$ cat config.mk
export PLATFORM = sky130hd
export DESIGN_NAME = substitution_block_transposition_cipher
export DESIGN_NICKNAME = d
export VERILOG_FILES = /design/src/sbt_pkg.sv /design/src/sbt_sub.sv /design/src/sbt_cell.sv /design/src/substitution_block_transposition_cipher.sv
export SDC_FILE = /design/constraint.sdc
export NUM_CORES = 1
export LEC_CHECK = 0
export BUFFER_PORTS_ARGS = -buffer_cell sky130_fd_sc_hd__buf_2
export CAP_MARGIN = 20
export CORE_MARGIN = 2
export CORE_UTILIZATION = 53
export CTS_CLUSTER_SIZE = 14
export DETAILED_ROUTE_END_ITERATION = 6
export PLACE_DENSITY = 0.68
export RECOVER_POWER = 100
export SLEW_MARGIN = 20
export SYNTH_ARGS = -nofsm -noshare
export SYNTH_HDL_FRONTEND = slang
export SYNTH_SLANG_ARGS = --single-unit
$ cat constraint.sdc
create_clock -name clk -period 3.3 [get_ports clk]
set_clock_uncertainty 0.2 [all_clocks]
set_input_delay 0 -clock clk [delete_from_list [all_inputs] [get_ports clk]]
set_output_delay 0 -clock clk [all_outputs]
set_load 0.02 [all_outputs]
$ cat src/sbt_pkg.sv
// Shared types, constants and lookup tables for the substitution and
// block transposition cipher. No dependencies.
package sbt_pkg;

  localparam int BLOCK_LEN = 10;
  localparam int CNT_W     = $clog2(BLOCK_LEN + 1);
  localparam int IDX_W     = $clog2(BLOCK_LEN);
  localparam int ALPHA_CNT = 26;

  typedef logic [7:0] byte_t;

  typedef struct packed {
    logic [7:0] in_char;
    logic       last_char;
  } in_item_t;

  typedef struct packed {
    logic [7:0] out_char;
    logic       run_end;
  } out_item_t;

  // Per-cell control from the block controller.
  typedef struct packed {
    logic wr_en;
    logic load_en;
    logic shift_en;
  } cell_ctrl_t;

  typedef logic [IDX_W-1:0] perm_t [BLOCK_LEN];

  localparam perm_t FWD_PERM = '{4'd6, 4'd2, 4'd7, 4'd5, 4'd1, 4'd3, 4'd4, 4'd9, 4'd0, 4'd8};
  localparam perm_t INV_PERM = '{4'd8, 4'd4, 4'd1, 4'd5, 4'd6, 4'd3, 4'd0, 4'd2, 4'd9, 4'd7};

  typedef byte_t sub_tab_t [ALPHA_CNT];

  localparam sub_tab_t FWD_SUB = '{"N", "A", "S", "I", "J", "K", "C", "M", "Q", "R", "F", "B",
                                   "D", "G", "H", "E", "L", "O", "P", "W", "T", "Z", "Y", "V",
                                   "U", "X"};
  localparam sub_tab_t INV_SUB = '{"B", "L", "G", "M", "P", "K", "N", "O", "D", "E", "F", "Q",
                                   "H", "A", "R", "S", "I", "J", "C", "U", "Y", "X", "T", "Z",
                                   "W", "V"};

endpackage

$ cat src/sbt_sub.sv
// Per-character substitution: case folding and the 26-letter table lookup.
// Depends on sbt_pkg.
module sbt_sub (
  input  sbt_pkg::byte_t char_i,
  input  logic           dec_i,
  output sbt_pkg::byte_t char_o
);
  import sbt_pkg::*;

  byte_t      folded;
  logic [4:0] idx;

  always_comb begin
    folded = char_i;
    if (char_i inside {["a":"z"]}) begin
      folded = char_i - 8'd32;
    end
    idx    = 5'(folded - "A");
    char_o = folded;
    if (folded inside {["A":"Z"]}) begin
      char_o = dec_i ? INV_SUB[idx] : FWD_SUB[idx];
    end
  end

endmodule

$ cat src/sbt_cell.sv
// One cell of the block row: a collected byte and an output byte that
// shifts to its lower neighbor. Depends on sbt_pkg.
module sbt_cell (
  input  logic                clk,
  input  sbt_pkg::cell_ctrl_t ctrl_i,
  input  sbt_pkg::byte_t      wr_data_i,
  input  sbt_pkg::byte_t      load_data_i,
  input  sbt_pkg::byte_t      shift_in_i,
  output sbt_pkg::byte_t      buf_o,
  output sbt_pkg::byte_t      emit_o
);
  import sbt_pkg::*;

  byte_t buf_r;
  byte_t emit_r;

  always_ff @(posedge clk) begin
    if (ctrl_i.wr_en) begin
      buf_r <= wr_data_i;
    end
    if (ctrl_i.load_en) begin
      emit_r <= load_data_i;
    end else if (ctrl_i.shift_en) begin
      emit_r <= shift_in_i;
    end
  end

  assign buf_o  = buf_r;
  assign emit_o = emit_r;

endmodule

$ cat src/substitution_block_transposition_cipher.sv
// Top level of the substitution and block transposition cipher: controller
// and a row of sbt_cell instances. Depends on sbt_pkg, sbt_sub, sbt_cell.
//
//  Channel | Ports                          | Carries
//  --------+--------------------------------+-------------------------------
//  input   | in_valid, in_ready, in_data    | one byte and last flag
//  output  | out_valid, out_ready, out_data | one byte and end-of-run flag
//  config  | cfg_valid, cfg_ready, cfg_data | decrypt_mode, always ready
//
// Each accepted input byte is substituted and written into the cell at the
// fill position. A full block or a message tail is copied into the output
// row as its closing byte is accepted and then shifts out one byte per
// output transaction, so a full block leaves as ten output transactions.
// Bytes that do not close a block are accepted while a block drains; one
// that closes a block waits until the output row is empty.
// rst_n clears the fill count, the output count and the mode.
module substitution_block_transposition_cipher (
  input  logic              clk,
  input  logic              rst_n,
  input  logic              in_valid,
  output logic              in_ready,
  input  sbt_pkg::in_item_t in_data,
  output logic              out_valid,
  input  logic              out_ready,
  output sbt_pkg::out_item_t out_data,
  input  logic              cfg_valid,
  output logic              cfg_ready,
  input  logic              cfg_data
);
  import sbt_pkg::*;

  logic             decrypt_mode_r;
  logic [IDX_W-1:0] fill_r, fill_nxt;
  logic [CNT_W-1:0] emit_cnt_r, emit_cnt_nxt;

  logic  in_acc, out_acc, busy, full_now, emit_now;
  byte_t sub_char;
  byte_t buf_q    [BLOCK_LEN];
  byte_t buf_nxt  [BLOCK_LEN];
  byte_t emit_q   [BLOCK_LEN];
  byte_t load_d   [BLOCK_LEN];
  cell_ctrl_t ctrl [BLOCK_LEN];

  assign busy      = (emit_cnt_r != '0);
  assign full_now  = (fill_r == IDX_W'(BLOCK_LEN - 1));
  assign in_ready  = !busy || (!full_now && !in_data.last_char);
  assign in_acc    = in_valid && in_ready;
  assign out_valid = busy;
  assign out_acc   = out_valid && out_ready;
  assign emit_now  = in_acc && (full_now || in_data.last_char);
  assign cfg_ready = 1'b1;

  assign out_data.out_char = emit_q[0];
  assign out_data.run_end  = (emit_cnt_r == CNT_W'(1));

  sbt_sub u_sub (
    .char_i (in_data.in_char),
    .dec_i  (decrypt_mode_r),
    .char_o (sub_char)
  );

  for (genvar i = 0; i < BLOCK_LEN; i++) begin : g_cell
    localparam int FI = FWD_PERM[i];
    localparam int II = INV_PERM[i];

    // The closing byte is not yet in its cell, so the block is taken
    // with that byte merged in.
    assign buf_nxt[i] = (fill_r == IDX_W'(i)) ? sub_char : buf_q[i];

    assign load_d[i] = !full_now      ? buf_nxt[i] :
                       decrypt_mode_r ? buf_nxt[II] : buf_nxt[FI];

    assign ctrl[i].wr_en    = in_acc && (fill_r == IDX_W'(i));
    assign ctrl[i].load_en  = emit_now;
    assign ctrl[i].shift_en = out_acc;

    sbt_cell u_cell (
      .clk         (clk),
      .ctrl_i      (ctrl[i]),
      .wr_data_i   (sub_char),
      .load_data_i (load_d[i]),
      .shift_in_i  ((i == BLOCK_LEN - 1) ? 8'h00 : emit_q[(i + 1) % BLOCK_LEN]),
      .buf_o       (buf_q[i]),
      .emit_o      (emit_q[i])
    );
  end

  always_comb begin
    fill_nxt     = fill_r;
    emit_cnt_nxt = emit_cnt_r;
    if (in_acc) begin
      fill_nxt = emit_now ? '0 : fill_r + IDX_W'(1);
    end
    if (emit_now) begin
      emit_cnt_nxt = full_now ? CNT_W'(BLOCK_LEN) : CNT_W'(fill_r) + CNT_W'(1);
    end else if (out_acc) begin
      emit_cnt_nxt = emit_cnt_r - CNT_W'(1);
    end
  end

  always_ff @(posedge clk) begin
    if (!rst_n) begin
      fill_r         <= '0;
      emit_cnt_r     <= '0;
      decrypt_mode_r <= 1'b0;
    end else begin
      fill_r     <= fill_nxt;
      emit_cnt_r <= emit_cnt_nxt;
      if (cfg_valid && cfg_ready) begin
        decrypt_mode_r <= cfg_data;
      end
    end
  end

endmodule

==> out/metrics.yaml <==
max_stage_delay_ns: 0.48
worst_slack_ns: 0.133
synthDistinctLibCells: 79
cts_tree: "done"
wl_mm: 29.1
cts_root_buf: "clkbuf_16"
fillers: 1574
finalCritPeriodShare: 0.960
port_buffers: 25
ir_drop_v: 0.000438
path_cells: "inv_1 > ha_1 > and3b_1 > clkbuf_1 > o21ai_0 > nand2_1 > nor2_1 > clkbuf_2"
wl_per_cell_um: 23.4
powerDensity_mw_per_mm2: 693
diodes: 0
p_leak_nw: 3.76
setup_tns_ns: 0
worstPathArrival_ns: 3.09
synth_edf_count: 160
post-place-ws_ns: 0.0713
seq_area_frac_synth: 0.512
max_cap_violations: 0
mostFrequentLayoutCells: "160 x edfxtp_1, 100 x nand2_1, 88 x nor2_1"
synth_area_leaders: "edfxtp_1 49%, a21oi_1 4.4%, o21ai_0 4.0%, nand2_1 3.9%, mux2i_1 3.5%"
r2r_start: "fill_r[1]"
maxSlewViolCount: 0
fp.dieW_um: 139
status: "completed"
grt_max_degree: 71
dieArea_mm2: 0.0195
start_util: 0.541
relSlewSlack: 0.304
cts_buffers: 17
cts.htree.levels: 4
ioPinCount: 27
ant_nets: 0
startpoint: "fill_r[1]"
layout_commonest_cell: "edfxtp_1"
synth_top_area_frac: 0.494
worst_pin_slew_ns: 1.04
syn_area_per_cell_um2: 9.99
coreArea_mm2: 0.0180
rsz0062_at_grt: "false"
drc: 0
clk_path_buf_depth: 2
critPathTopFamily: "simple AND/OR/NAND/NOR gates"
synth_async_sr_flop_share: 0
ys_warn_count: 0
clk_pin_slew_ns: 0.07
worst-path-buf-inv: 3
globalplace.congestion: 0.906
synthesis.area_mm2: 0.00973
timing.fmax_ghz: 0.316
grt_pass1_wl_mm: 44.9
min_period_ns: 3.17
min_path_type: "in2reg"
worst-endpoint-required_ns: 3.22
viasPerCell: 6.62
grt_pass1_vias: 7734
first_pass_iters: 6
min_from: "in_data[3]"
clock_latency_ns: 0.44
cpMaxStageDelayCell: "nor2_1"
drtIter0Drc: 1242
grt_overflow: 0
end_kind: "flip-flop"
via_count: 8247
holdWs_ns: 0.0240
rows: 49
syn_nets: 1003
clock-sinks: 169
nets: 1032
synthCells: 974
antenna_found_initial: 0
drive_gt1_frac: 0.129
hold_viol: 0
setup_viol: 0
area_growth_pct: 11.3
crit_path_max_fanout: 9
startpoint_type: "flip-flop"
path_class: "reg2reg"
post-synth-top-area-cell: "edfxtp_1"
grt_usage: 0.301
ys_ff_latch: 169
die_y_um: 139
synth_ff_type: "edfxtp_1"
hpwl_mm: 19.2
==> logic make-up (layout without fill, tap and decap cells) <==
kind of cell / after synthesis / after routing / share of synthesized area
and+or+nand+nor: 312 / 312 / 0.151
AOI/OAI and AO/OA: 315 / 315 / 0.212
adders and majority gates: 14 / 14 / 0.0180
xor gates and xnor gates: 8 / 8 / 0.00720
buffers and inverters: 112 / 154 / 0.0525
other: 1 / 1 / 0.000386
DFF: 169 / 169 / 0.512
muxes: 43 / 43 / 0.0466
==> state kept, by name (all words and copies together), names as in the netlist <==
register,count
emit_cnt_r,4
g_cell.u_cell.emit_o,80
fill_r,4
g_cell.u_cell.buf_o,80
decrypt_mode_r,1
==> area by class of cell <==
type	count	area [µm²]	share of cell area
timing repair buffer	100	666	0.0615
sequential	169	4990	0.461
clock inverter	15	165	0.0153
inverter	22	86.3	0.00797
tap	229	287	0.0265
multi-input combinational	693	4210	0.389
clock buffer	17	425	0.0393
==> worst register-to-register path: cells and delay by family, from the launching register on <==
kind,cells,cell delay (ns)
DFF,1,0.40
and+or+nand+nor,3,1.02
AOI/OAI and AO/OA,1,0.33
buffers and inverters,3,0.68
adders and majority gates,1,0.22
==> synthesized netlist by cell type (9+ instances only) <==
| library cell | n |
|---|---|
| edfxtp_1 | 160 |
| nand2_1 | 100 |
| nor2_1 | 88 |
| a21oi_1 | 85 |
| o21ai_0 | 77 |
| clkbuf_1 | 62 |
| mux2i_1 | 34 |
| nor3_1 | 31 |
| nand3_1 | 23 |
| a31oi_1 | 21 |
| inv_1 | 19 |
| a211oi_1 | 18 |
| nor2b_1 | 15 |
| o221ai_1 | 15 |
| ha_1 | 14 |
| and2_1 | 12 |
| buf_4 | 10 |
| o22ai_1 | 10 |
| dfxtp_1 | 9 |
==> timing repair <==
item                                    4_1_cts  5_1_grt
gates resized for setup                       0        2
endpoints found under the setup margin        0        1
buffers inserted                              0        0
hold endpoints to repair                     13        0
hold buffers                                 10        0
==> per-stage QoR <==
step / power (mW) / util / std cells / instance area [µm²]
after floorplan: 4.85 / - / 974 / 9730
after global placement: 5.43 / 0.571 / 1203 / 10300
after detailed placement: 5.47 / 0.571 / 1203 / 10300
after CTS: 7.51 / 0.610 / 1245 / 11000
after global routing: 7.84 / 0.603 / 1245 / 10800
final: 7.50 / 0.603 / 1245 / 10800
==> power by group <==
group	internal, mW	switching, mW	total (mW)
registers	3.24	0.214	3.46
logic	0.669	1.34	2.01
clock network	1.13	0.907	2.04
==> metal layers <==
metal	wire length, µm	track usage	vias up	share of wire
met4	667	0.100	0	0.023
met1	12000	0.435	3920	0.41
li1	-	-	3749	-
met5	0	0	-	0
met3	3130	0.0661	60	0.11
met2	13300	0.454	518	0.46
==> final timing paths <==
check,cells after the start,endpoint,slack (ns)
hold / removal,3,g_cell[7].u_cell.emit_o[2],0.02
setup reg to reg,8,g_cell[0].u_cell.buf_o[0],0.13
setup / recovery,8,g_cell[0].u_cell.buf_o[0],0.13
hold reg to reg,2,emit_cnt_r[1],0.29
Note: power is estimated with default switching activity, not from simulation.
